## src/hdl/db9_pkg.sv

```systemverilog
// Shared types and constants for the DB9 pad scan and detect block.
// Used by db9_scan, db9_report and db9_pad_scan_and_detect; no dependencies.
package db9_pkg;

  localparam int PORT_W    = 8;
  localparam int LINE_W    = 6;
  localparam int AXIS_W    = 8;
  localparam int BTN_LO_W  = 6;
  localparam int BTN_HI_W  = 2;
  localparam int KIND_W    = 2;
  localparam int S_DATA_W  = 24;
  localparam int M_DATA_W  = 32;

  localparam logic [KIND_W-1:0] KIND_TWO_LINE = 2'd0;
  localparam logic [KIND_W-1:0] KIND_SMS      = 2'd1;
  localparam logic [KIND_W-1:0] KIND_GEN3     = 2'd2;
  localparam logic [KIND_W-1:0] KIND_GEN6     = 2'd3;

  localparam logic [3:0] SIG_MULTITAP = 4'h3;
  localparam logic [3:0] SIG_ALL      = 4'hf;
  localparam logic [3:0] SIG_GEN      = 4'h3;

  localparam logic [AXIS_W-1:0] AXIS_LOW  = 8'd0;
  localparam logic [AXIS_W-1:0] AXIS_MID  = 8'd128;
  localparam logic [AXIS_W-1:0] AXIS_HIGH = 8'd255;

  typedef enum logic [3:0] {
    SLOT_IDLE = 4'd0,
    SLOT_1    = 4'd1,
    SLOT_2    = 4'd2,
    SLOT_3    = 4'd3,
    SLOT_4    = 4'd4,
    SLOT_5    = 4'd5,
    SLOT_6    = 4'd6,
    SLOT_7    = 4'd7,
    SLOT_8    = 4'd8
  } slot_t;

  typedef struct packed {
    logic              select_line;
    logic              busy;
    logic              finish;
    logic [KIND_W-1:0] pad_kind;
    logic              detect_done;
    logic              multitap;
  } scan_status_t;

  typedef struct packed {
    logic [BTN_HI_W-1:0] buttons_high;
    logic [BTN_LO_W-1:0] buttons_low;
    logic [AXIS_W-1:0]   y_axis;
    logic [AXIS_W-1:0]   x_axis;
  } report_t;

endpackage

```

## src/hdl/db9_scan.sv

```systemverilog
// Scan slot sequencer, line sample store and pad type detection.
// Depends on db9_pkg.
module db9_scan (
  input  logic                         clk,
  input  logic                         rst,
  input  logic                         step,
  input  logic                         start_scan,
  input  logic [db9_pkg::PORT_W-1:0]   port_c,
  input  logic [db9_pkg::PORT_W-1:0]   port_b,
  output db9_pkg::scan_status_t        status,
  output logic [db9_pkg::LINE_W-1:0]   samp_a,
  output logic [db9_pkg::LINE_W-1:0]   samp_b,
  output logic [db9_pkg::LINE_W-1:0]   samp_c
);

  db9_pkg::slot_t slot, slot_next;
  logic [db9_pkg::KIND_W-1:0] pad_kind, pad_kind_next;
  logic detect_done, detect_done_next;
  logic multitap, multitap_next;
  logic [db9_pkg::LINE_W-1:0] line_a, line_b, line_c, line_d, line_e;
  logic [db9_pkg::LINE_W-1:0] lines;
  logic short_scan;
  logic done, sel;
  logic wr_a, wr_b, wr_c, wr_d, wr_e;
  logic [db9_pkg::KIND_W-1:0] kind_det;

  assign lines = {port_b[5], port_c[1], port_c[2], port_c[3], port_c[4], port_c[5]};
  assign short_scan = (pad_kind == db9_pkg::KIND_TWO_LINE) || (pad_kind == db9_pkg::KIND_SMS);

  always_comb begin
    slot_next = slot;
    case (slot)
      db9_pkg::SLOT_IDLE: slot_next = start_scan ? db9_pkg::SLOT_1 : db9_pkg::SLOT_IDLE;
      db9_pkg::SLOT_1:    slot_next = short_scan ? db9_pkg::SLOT_IDLE : db9_pkg::SLOT_2;
      db9_pkg::SLOT_2:    slot_next = db9_pkg::SLOT_3;
      db9_pkg::SLOT_3:    slot_next = db9_pkg::SLOT_4;
      db9_pkg::SLOT_4:    slot_next = db9_pkg::SLOT_5;
      db9_pkg::SLOT_5:    slot_next = db9_pkg::SLOT_6;
      db9_pkg::SLOT_6:    slot_next = db9_pkg::SLOT_7;
      db9_pkg::SLOT_7:    slot_next = db9_pkg::SLOT_8;
      default:            slot_next = db9_pkg::SLOT_IDLE;
    endcase
  end

  always_comb begin
    sel  = 1'b1;
    done = 1'b0;
    wr_a = 1'b0;
    wr_b = 1'b0;
    wr_c = 1'b0;
    wr_d = 1'b0;
    wr_e = 1'b0;
    case (slot)
      db9_pkg::SLOT_IDLE: sel = 1'b1;
      db9_pkg::SLOT_1: begin
        wr_a = 1'b1;
        done = short_scan;
        sel  = short_scan;
      end
      db9_pkg::SLOT_2: wr_b = 1'b1;
      db9_pkg::SLOT_3: sel = 1'b0;
      db9_pkg::SLOT_4: wr_d = 1'b1;
      db9_pkg::SLOT_5: sel = 1'b0;
      db9_pkg::SLOT_6: wr_e = 1'b1;
      db9_pkg::SLOT_7: begin
        wr_c = 1'b1;
        sel  = 1'b0;
      end
      default: done = 1'b1;
    endcase
  end

  // slot 1 of a short scan completes on the sample it takes
  assign samp_a = wr_a ? lines : line_a;
  assign samp_b = line_b;
  assign samp_c = line_c;

  always_comb begin
    kind_det = db9_pkg::KIND_SMS;
    if (samp_a[3:0] != db9_pkg::SIG_MULTITAP) begin
      if (samp_a[3:0] == db9_pkg::SIG_ALL && line_b[3:0] == db9_pkg::SIG_GEN) begin
        kind_det = (line_d[3:0] != db9_pkg::SIG_GEN || line_e[3:0] != db9_pkg::SIG_GEN)
                   ? db9_pkg::KIND_GEN6 : db9_pkg::KIND_GEN3;
      end
      if (!line_b[5]) begin
        kind_det = db9_pkg::KIND_GEN6;
      end
    end
  end

  always_comb begin
    pad_kind_next    = pad_kind;
    detect_done_next = detect_done;
    multitap_next    = multitap;
    if (done && !detect_done) begin
      pad_kind_next    = kind_det;
      detect_done_next = 1'b1;
      multitap_next    = multitap | (samp_a[3:0] == db9_pkg::SIG_MULTITAP);
    end
  end

  assign status.select_line = sel;
  assign status.busy        = (slot_next != db9_pkg::SLOT_IDLE);
  assign status.finish      = done && detect_done;
  assign status.pad_kind    = pad_kind_next;
  assign status.detect_done = detect_done_next;
  assign status.multitap    = multitap_next;

  always_ff @(posedge clk) begin
    if (rst) begin
      slot        <= db9_pkg::SLOT_IDLE;
      pad_kind    <= db9_pkg::KIND_GEN3;
      detect_done <= 1'b0;
      multitap    <= 1'b0;
    end else if (step) begin
      slot        <= slot_next;
      pad_kind    <= pad_kind_next;
      detect_done <= detect_done_next;
      multitap    <= multitap_next;
    end
  end

  always_ff @(posedge clk) begin
    if (step) begin
      if (wr_a) line_a <= lines;
      if (wr_b) line_b <= lines;
      if (wr_c) line_c <= lines;
      if (wr_d) line_d <= lines;
      if (wr_e) line_e <= lines;
    end
  end

endmodule

```

## src/hdl/db9_report.sv

```systemverilog
// Report builder: axes, per-type button map and change flag against the last report.
// Depends on db9_pkg.
module db9_report (
  input  logic                         clk,
  input  logic                         rst,
  input  logic                         step,
  input  logic                         finish,
  input  logic [db9_pkg::KIND_W-1:0]   pad_kind,
  input  logic [db9_pkg::LINE_W-1:0]   samp_a,
  input  logic [db9_pkg::LINE_W-1:0]   samp_b,
  input  logic [db9_pkg::LINE_W-1:0]   samp_c,
  output db9_pkg::report_t             report,
  output logic                         report_valid,
  output logic                         changed
);

  db9_pkg::report_t current, built;
  logic first_pending;
  logic [db9_pkg::LINE_W-1:0] d0, d1, d2;
  logic genesis;

  assign genesis = (pad_kind == db9_pkg::KIND_GEN3) || (pad_kind == db9_pkg::KIND_GEN6);
  assign d0 = ~samp_a;
  assign d1 = genesis ? ~samp_b : '0;
  assign d2 = genesis ? ~samp_c : '0;

  always_comb begin
    built.y_axis       = d0[1] ? db9_pkg::AXIS_HIGH
                       : (d0[0] ? db9_pkg::AXIS_LOW : db9_pkg::AXIS_MID);
    built.x_axis       = d0[3] ? db9_pkg::AXIS_HIGH
                       : (d0[2] ? db9_pkg::AXIS_LOW : db9_pkg::AXIS_MID);
    built.buttons_low  = '0;
    built.buttons_high = '0;
    case (pad_kind)
      db9_pkg::KIND_GEN3: begin
        built.buttons_low = {2'b00, d1[5], d0[5], d0[4], d1[4]};
      end
      db9_pkg::KIND_GEN6: begin
        built.buttons_low  = {d2[3], d1[4], d2[0], d0[5], d0[4], d2[1]};
        built.buttons_high = {d1[5], d2[2]};
      end
      default: begin
        built.buttons_low = {4'b0000, d0[5], d0[4]};
      end
    endcase
  end

  assign report       = finish ? built : current;
  assign report_valid = finish;
  assign changed      = finish && (first_pending || (built != current));

  always_ff @(posedge clk) begin
    if (rst) begin
      current       <= '0;
      first_pending <= 1'b1;
    end else if (step && finish) begin
      current       <= built;
      first_pending <= 1'b0;
    end
  end

endmodule

```

## src/hdl/db9_pad_scan_and_detect.sv

```systemverilog
// Top level of the DB9 pad scan and detect block: input register, scan core, result register.
// Depends on db9_pkg, db9_scan and db9_report.
//
// Usage: send one word on s_axis per 20 us tick, carrying the raw port pins and a scan
// request. Every input word yields exactly one output word on m_axis, which holds the
// select level to drive during the next tick, the busy flag, and the pad report.
// The first scan after reset runs pad type detection and gives no report; each later
// scan ends with report_valid set and changed flagged against the previous report.
// A scan lasts 9 ticks for three- and six-button pads and 2 ticks otherwise.
// Two register stages lie between s_axis and m_axis: the input register, then the
// result register after the scan logic.
// Throughput: one word per clock cycle while m_axis does not stall; the scan state machine
// and report logic handle one tick per cycle between the two registers.
// Reset clears the scan to idle, pad kind to three-button, detection and report state.
// When m_axis stalls, the result register holds and the input register fills; s_tready
// drops only when both are full.
module db9_pad_scan_and_detect (
  input  logic                           clk,
  input  logic                           rst,
  input  logic                           s_tvalid,
  output logic                           s_tready,
  // [0] start_scan, [8:1] port_c, [16:9] port_b, [23:17] zero
  input  logic [db9_pkg::S_DATA_W-1:0]   s_tdata,
  output logic                           m_tvalid,
  input  logic                           m_tready,
  // [0] select_line, [1] busy_res, [2] report_valid, [10:3] x_axis, [18:11] y_axis,
  // [24:19] buttons_low, [26:25] buttons_high, [27] changed, [29:28] pad_type,
  // [30] detect_done, [31] multitap
  output logic [db9_pkg::M_DATA_W-1:0]   m_tdata
);

  logic in_valid;
  logic [db9_pkg::S_DATA_W-1:0] in_data;
  logic adv, step;
  db9_pkg::scan_status_t status;
  db9_pkg::report_t report;
  logic report_valid, changed;
  logic [db9_pkg::LINE_W-1:0] samp_a, samp_b, samp_c;
  logic [db9_pkg::M_DATA_W-1:0] result;

  assign adv      = !m_tvalid || m_tready;
  assign s_tready = !in_valid || adv;
  assign step     = in_valid && adv;

  always_ff @(posedge clk) begin
    if (rst) begin
      in_valid <= 1'b0;
    end else if (s_tready) begin
      in_valid <= s_tvalid;
    end
  end

  always_ff @(posedge clk) begin
    if (s_tready && s_tvalid) in_data <= s_tdata;
  end

  db9_scan u_scan (
    .clk        (clk),
    .rst        (rst),
    .step       (step),
    .start_scan (in_data[0]),
    .port_c     (in_data[8:1]),
    .port_b     (in_data[16:9]),
    .status     (status),
    .samp_a     (samp_a),
    .samp_b     (samp_b),
    .samp_c     (samp_c)
  );

  db9_report u_report (
    .clk          (clk),
    .rst          (rst),
    .step         (step),
    .finish       (status.finish),
    .pad_kind     (status.pad_kind),
    .samp_a       (samp_a),
    .samp_b       (samp_b),
    .samp_c       (samp_c),
    .report       (report),
    .report_valid (report_valid),
    .changed      (changed)
  );

  assign result = {status.multitap, status.detect_done, status.pad_kind, changed,
                   report.buttons_high, report.buttons_low, report.y_axis, report.x_axis,
                   report_valid, status.busy, status.select_line};

  always_ff @(posedge clk) begin
    if (rst) begin
      m_tvalid <= 1'b0;
    end else if (adv) begin
      m_tvalid <= in_valid;
    end
  end

  always_ff @(posedge clk) begin
    if (step) m_tdata <= result;
  end

endmodule
```

## config.mk

```make
export PLATFORM = sky130hd
export DESIGN_NAME = db9_pad_scan_and_detect
export DESIGN_NICKNAME = d
export VERILOG_FILES = /design/src/hdl/db9_pkg.sv /design/src/hdl/db9_scan.sv /design/src/hdl/db9_report.sv /design/src/hdl/db9_pad_scan_and_detect.sv
export SDC_FILE = /design/constraint.sdc
export NUM_CORES = 1
export LEC_CHECK = 0
export BUFFER_PORTS_ARGS = -buffer_cell sky130_fd_sc_hd__buf_2
export CAP_MARGIN = 20
export CORE_ASPECT_RATIO = 2
export CORE_UTILIZATION = 50
export CTS_BUF_LIST = sky130_fd_sc_hd__clkbuf_8
export DETAILED_ROUTE_END_ITERATION = 8
export GPL_ROUTABILITY_DRIVEN = 0
export GPL_TIMING_DRIVEN = 0
export PLACE_DENSITY = 0.72
export SLEW_MARGIN = 10
export SYNTH_ARGS = -nofsm -noshare
export SYNTH_HDL_FRONTEND = slang
export SYNTH_HIERARCHICAL = 1
export SYNTH_SLANG_ARGS = --single-unit
```

## constraint.sdc

```tcl
create_clock -name clk -period 3.6 [get_ports clk]
set_clock_uncertainty 0.1 [all_clocks]
set_input_delay 0.72 -clock clk [delete_from_list [all_inputs] [get_ports clk]]
set_output_delay 0.72 -clock clk [all_outputs]
set_load 0.05 [all_outputs]
```

# Word-level counts from Yosys, hierarchy flattened
# Cells that the tools add are included.
dict set report word_totals {
  ff_bits 106
  in_bits 28
  elab_cells 91
  out_inout_bits 34
}
dict set report op_classes {
  n_mux 27
  n_reduce_logical 25
  eq_ne 17
  bitwise 4
}
# operator count
set op_table {}
lappend op_table {{$mux 8} 4}
lappend op_table {{$pmux 4 s8} 1}
lappend op_table {{$mux 24} 1}
lappend op_table {{$ne 24x24->1} 1}
lappend op_table {{$eq 4x2->1 const B} 4}
lappend op_table {{$eq 4x3->1 const B} 4}
lappend op_table {{$mux 2} 6}
lappend op_table {{$mux 6} 2}
lappend op_table {{$ne 4x2->1 const B} 3}
lappend op_table {{$not 6->6} 2}
lappend op_table {{$pmux 6 s2} 1}
lappend op_table {{$mux 1} 9}
lappend op_table {{$reduce_and 2->1} 4}
lappend op_table {{$logic_and 1x1->1} 7}
lappend op_table {{$reduce_or 7->1} 1}
lappend op_table {{$logic_or 1x1->1} 6}
lappend op_table {{$eq 2x2->1 const B} 2}
lappend op_table {{$eq 4x1->1 const B} 1}
lappend op_table {{$eq 4x4->1 const B} 1}
lappend op_table {{$logic_not 4->1} 1}
lappend op_table {{$mux 4} 1}
lappend op_table {{$not 4->4} 1}
lappend op_table {{$pmux 1 s2} 2}
lappend op_table {{$reduce_bool 4->1} 1}
lappend op_table {{5 further kinds} 7}

# Longest topological paths before layout
# Gate-level depths: netlist of the first run.
dict set report logic_depth {
  depth_word 16
  depth_mapped 11
  mapped_depth_nobuf 8
}

# By module
# Netlist of the first run, hierarchy kept.
# module n_inst cells_per_inst area_per_inst_um2
set modules_own_cells {}
lappend modules_own_cells {db9_pad_scan_and_detect 1 59 1575.3}
lappend modules_own_cells {db9_scan 1 112 1482.7}
lappend modules_own_cells {db9_report 1 135 1039.7}

# Worst setup path after synthesis of the first run
# Ideal clock, no wire load.
dict set report synth_path {
  path_type {input -> register}
  startpoint {input port m_tready}
  endpoint {register u_scan.line_b (netlist bit u_scan/samp_b[0]), enable pin}
  cell_stages 4
  setup_slack_ps 652
  t_required_ps 3114
  setup_ps 386
  t_arrival_ps 2462
  path_buffers 0
  cell_sequence {nand2b_1 and2_2 inv_1 nor4_1}
}
dict set report synth_between {
  elab_chain_cells 3
}
# item line
set synth_rtl {}
lappend synth_rtl {{start, declared} db9_pad_scan_and_detect.sv:25} ;# input logic m_tready,
lappend synth_rtl {{$logic_or 1x1->1} db9_pad_scan_and_detect.sv:41} ;# assign adv = !m_tvalid || m_tready;
lappend synth_rtl {{$logic_and 1x1->1} db9_pad_scan_and_detect.sv:43} ;# assign step = in_valid && adv;
lappend synth_rtl {{named net step} db9_pad_scan_and_detect.sv:34} ;# logic adv, step;
lappend synth_rtl {{$reduce_and 2->1 (no line)} --}
lappend synth_rtl {{end signal, assigned} db9_scan.sv:126} ;# if (wr_b) line_b <= lines;
lappend synth_rtl {{end, declared} db9_scan.sv:20} ;# logic [db9_pkg::LINE_W-1:0] line_a, line_b, line_c, line_d, line_e;
# The timed path passes the listed nets, and every way through them passes these cells.
# A chain may end at the register's enable or synchronous reset.

==> flow_summary.toml, run 1 <==
[run_status]
status = "finished clean"

[route]
first_pass_iters = 5
vias = 2446
wirelength_um = 6780
drc_errors = 0
drtAntennaViolNets = 0
post_drt_via_cell_ratio = 5.44
wl_per_cell_um = 15.1
drtIter0Drc = 127

[grt]
grt_pass1_wl_um = 11100
grt_pass1_vias = 2352
grt_max_degree = 48
antenna_found_initial = 0
grtUsageTotal = 0.191
overflow = 0

[cells_and_area]
final_cell_area_um2 = 4280
drive_gt1_frac = 0.302
layout.nets = 381
syn_to_final_growth_pct = 14.4
fillers = 657
mostFrequentLayoutCell = "edfxtp_1"
layout_common_cells = "edfxtp_1 (63), buf_2 (48), nor2_1 (28), dfxtp_1 (23), a21oi_1 (21)"
num_antenna_cells = 0

[pwr]
power_mw = 1.82
p_leak_nw = 1.56
ir_worst_vdd_mv = 0.251
power_density_nw_per_um2 = 427

[timing]
finalMaxSlewViolations = 0
fin_crit_ns = 3.27
rsz0062_at_grt = "no"
hold_viol_final = 0
setup_violations = 0
relSlewSlack = 0.320
period_share = 0.908
max_freq_ghz = 0.306
setup_tns_ns = 0
worst_slack_ns = 0.330
worst_slew_pin_slew_ns = 1.02

[clocking]
cts_max_path_buffers = 2
cts_buffers = 9
cts_tree = "yes"
clk_pin_slew_ns = 0.08
cts_hold_buffers = 0
cts_sinks = 86
insertion_delay_ns = 0.37
cts-root-buf = "clkbuf_8"
htreeDepth = 3

[logic_synthesis]
syn_area_um2 = 3740
synth_cells = 294
synth_warnings = 6
syn_nets = 322
synth.avg_cell_area_um2 = 12.7

[floorplanning]
io_pins = 62
rows = 44
fp.dieW_um = 63.1
die_area_um2 = 7850
start_util = 0.514
fp.dieH_um = 124
core_um2 = 7270

[min_path]
hold_path.class = "register to register"

[setup_path]
criticalPathCategory = "register to register"
cp_top_family = "compound AO/OA/AOI/OAI gates"
cp_num_buf_inv = 3
cp-end-kind = "register"
cp.required_ns = 3.59
cp_common_cell = "buf_4"
slowest_delay_ns = 0.36
start_kind = "register"
cp_cell_sequence = "buf_2 > nor4b_4 > buf_4 > mux2i_1 > a21boi_1 > o41ai_2 > buf_4 > nand2_4 > nor4b_1 > o32a_1 > a41oi_1"
cp.arrival_ns = 3.26
crit_fanout = 10
worst_path_max_delay_cell = "mux2i_1"

[run]
maxCapViolCount = 0

[placed_design]
pre_cts_slack_ns = -0.0182
dpl-instance-area_um2 = 4070
place_hpwl_um = 4760
io_buffers = 44
## per-layer routing
layer,part of all wire,GRT usage,up-vias
li1,-,-,1193
met1,0.37,0.195,1158
met2,0.55,0.330,77
met3,0.044,0.0449,18
met4,0.038,0.135,0
met5,0,0,-
## worst reg2reg max path: stages (launching register included)
cell	delay, ns
dfxtp_1	0.30
buf_2	0.18
nor4b_4	0.27
buf_4	0.22
mux2i_1	0.37
a21boi_1	0.17
o41ai_2	0.33
buf_4	0.25
nand2_4	0.10
nor4b_1	0.35
o32a_1	0.21
a41oi_1	0.14
## report_power, final
group	switching (mW)	leakage, nW	total, mW	internal [mW]
clock	0.325	0.0907	0.586	0.261
combinational	0.0981	0.696	0.138	0.0399
sequential	0.0127	0.776	1.10	1.09
total	0.436	1.56	1.82	1.39
## cell type report
class | instances | area (um^2) | area share
multi-input cells | 171 | 1160 | 0.272
flip-flops and latches | 86 | 2350 | 0.550
plain buffers | 29 | 200 | 0.0468
clock inverters | 6 | 30.0 | 0.00702
repair buffers | 48 | 248 | 0.0579
clock buffers | 10 | 138 | 0.0322
inverters | 8 | 30.0 | 0.00702
well taps | 92 | 115 | 0.0269
## through the flow
step | util | hold slack [ns] | cells
CTS | 0.584 | 0.350 | 446
floorplan | - | 0.320 | 294
global placement | 0.560 | 0.325 | 430
global route | 0.588 | 0.369 | 450
finish | 0.588 | 0.348 | 450
detailed placement | 0.560 | 0.331 | 430
## final timing paths
path | start | end | slack [ns] | cells past startpoint
worst min-delay path | in_data[2] | u_scan/samp_b[4] | 0.35 | 0
worst max register to register | u_scan/slot[2] | m_tdata[27] | 0.33 | 11
worst min register to register | in_data[2] | u_scan/samp_b[4] | 0.35 | 0
worst max-delay path | u_scan/slot[2] | m_tdata[27] | 0.33 | 11
## timing repair
action                     4_1_cts  5_1_grt
setup endpoints to repair        0        2
setup buffers                    0        3
gates resized for setup          0        1
## state kept, by name, indices dropped and copies added, names as in the netlist
| register | count |
|---|---|
| in_data | 7 |
| in_valid | 1 |
| m_tdata | 32 |
| m_tvalid | 1 |
| u_report/current | 12 |
| u_report/first_pending | 1 |
| u_scan/detect_done | 1 |
| u_scan/line_a | 6 |
| u_scan/line_d | 4 |
| u_scan/line_e | 4 |
| u_scan/multitap | 1 |
| u_scan/pad_kind | 2 |
| u_scan/samp_b | 6 |
| u_scan/samp_c | 4 |
| u_scan/slot | 4 |
Note: power is estimated with default switching activity, not from simulation.
==> run 2: changes to the inputs <==
--- a/config.mk
+++ b/config.mk
@@ -8,12 +8,12 @@
 export BUFFER_PORTS_ARGS = -buffer_cell sky130_fd_sc_hd__buf_2
 export CAP_MARGIN = 20
 export CORE_ASPECT_RATIO = 2
-export CORE_UTILIZATION = 50
+export CORE_UTILIZATION = 39
 export CTS_BUF_LIST = sky130_fd_sc_hd__clkbuf_8
 export DETAILED_ROUTE_END_ITERATION = 8
 export GPL_ROUTABILITY_DRIVEN = 0
 export GPL_TIMING_DRIVEN = 0
-export PLACE_DENSITY = 0.72
+export PLACE_DENSITY = 0.59
 export SLEW_MARGIN = 10
 export SYNTH_ARGS = -nofsm -noshare
 export SYNTH_HDL_FRONTEND = slang
==> run 2 against run 1 <==
The run now ends with design-rule violations left. First-iteration DRC count rose by 46%. Critical path depth did not move. Via count fell by 1.9%. Count of clock-buffer cells in the layout fell by 1. Critical path type unchanged. Critical endpoint unchanged.
==> flow_summary.toml, run 2 (same netlist as run 1, synthesis figures left out) <==
[timing]
setup_violations = 0
hold_viol_final = 0
hold_ws_ns = 0.368
finalMaxSlewViolations = 0
relSlewSlack = 0.562
period_share = 0.907
max_freq_ghz = 0.306
worst_slew_pin_slew_ns = 0.657
fin_crit_ns = 3.26
rsz0062_at_grt = "no"
worst_slack_ns = 0.336

[min_path]
hold_start = "in_data[2]"
hold_path.class = "register to register"

[setup_path]
r2r_slack_ns = 0.34
cp.arrival_ns = 3.24
r2r_end = "m_tdata[27]"
crit_fanout = 10
r2r-start = "u_scan/slot[1]"
cp.required_ns = 3.57
critPathLaunch = "u_scan/slot[1]"
start_kind = "register"
endpoint = "m_tdata[27]"
r2r_cells = 11
cp-end-kind = "register"
criticalPathCategory = "register to register"

[route]
wl_per_cell_um = 15.3
drc_errors = 5
post_drt_via_cell_ratio = 5.17
first_pass_iters = 6
drtIter0Drc = 185
wirelength_um = 7080
vias = 2399
drtAntennaViolNets = 0

[pwr]
ir_worst_vdd_mv = 0.362
p_seq_frac = 0.539
p_leak_nw = 1.60
pwr-share-comb = 0.070
power_density_nw_per_um2 = 465
p_clk_frac = 0.391
p_sw_mw = 0.451
p_int_mw = 1.59
switching_share = 0.221

[clocking]
htreeDepth = 3
cts-root-buf = "clkbuf_8"
cts_max_path_buffers = 2
cts_buffers = 9
cts_setup_buffers = 0
insertion_delay_ns = 0.35
cts_hold_buffers = 0
clk_pin_slew_ns = 0.09
cts_tree = "yes"
cts_sinks = 86
cts_resized = 0

[floorplanning]
fp.dieH_um = 140
core_um2 = 9320
die_area_um2 = 10000
rows = 50
io_pins = 62
start_util = 0.401
fp.dieW_um = 71.2

[cells_and_area]
drive_gt1_frac = 0.303
largest_reg_flops = 32
top_register = "m_tdata"
final_cells = 464
num_antenna_cells = 0
layout_common_cells = "edfxtp_1 (63), buf_2 (48), nor2_1 (28), dfxtp_1 (23)"
syn_to_final_growth_pct = 17.2
fillers = 868
largest_registers = "m_tdata: 32 flops, u_report/current: 12 flops, in_data: 7 flops"
mostFrequentLayoutCell = "edfxtp_1"
layout.nets = 383

[grt]
grtUsageTotal = 0.149
grt_max_degree = 48
grt_pass1_vias = 2317
grt_pass1_wl_um = 11200
antenna_found_initial = 0
overflow = 0

[placed_design]
place_hpwl_um = 4960
pre_cts_slack_ns = -0.0345
dp.cells = 442
io_buffers = 44

[run_status]
status = "complete, but fails checks"
failed_checks = "design-rule violations"

[run]
maxCapViolCount = 0
==> run 2: layout make-up <==
type | count | area (um^2) | share of cell area
clock buffers | 9 | 124 | 0.0283
plain buffers | 29 | 200 | 0.0457
repair buffers | 50 | 275 | 0.0628
multi-input cells | 171 | 1150 | 0.264
inverters | 8 | 30.0 | 0.00686
clock inverters | 7 | 114 | 0.0260
flip-flops and latches | 86 | 2350 | 0.537
well taps | 104 | 130 | 0.0297
==> run 2: through the flow <==
step | TNS, ns | cell area (um^2) | power (mW) | util
6_report | 0 | 4380 | 2.04 | 0.470
5_1_grt | 0 | 4380 | 2.11 | 0.470
4_1_cts | 0 | 4330 | 2.06 | 0.464
3_5_place_dp | -0.207 | 4090 | 1.26 | 0.439
3_3_place_gp | -0.0298 | 4090 | 1.26 | 0.439
2_1_floorplan | 0 | 3740 | 1.22 | -
==> run 2: how the worst min path moves through the flow <==
stage                        to  slack (ns)  cells after the start
6_report       u_scan/samp_b[4]        0.37                      0
5_1_grt        u_scan/samp_b[4]        0.38                      0
4_1_cts        u_scan/samp_b[5]        0.37                      0
3_5_place_dp   u_scan/samp_b[5]        0.35                      0
3_3_place_gp   u_scan/samp_b[5]        0.33                      0
2_1_floorplan  u_scan/samp_b[4]        0.32                      0
==> run 2: layer usage <==
layer	up-vias	GRT usage	wire, um
met5	-	0	0
met3	8	0.0317	185
met4	0	0.0779	130
li1	1198	-	-
met2	44	0.278	4060
met1	1149	0.150	2710
==> run 2: worst max-delay path, stage by stage (launching register included) <==
cell	delay, ns
dfxtp_1	0.31
buf_6	0.13
nor4b_4	0.26
buf_4	0.20
buf_4	0.12
mux2_4	0.33
o41ai_1	0.47
buf_4	0.26
nand2_4	0.10
nor4b_1	0.34
o32a_1	0.22
a41oi_1	0.15
==> run 2: power by group through the flow <==
stage	combinational, mW	clock, mW	sequential, mW
after floorplan	0.0552	0	1.17
after global placement	0.136	0	1.12
after detailed placement	0.137	0	1.12
after CTS	0.137	0.819	1.10
after global routing	0.151	0.857	1.10
final	0.142	0.798	1.10
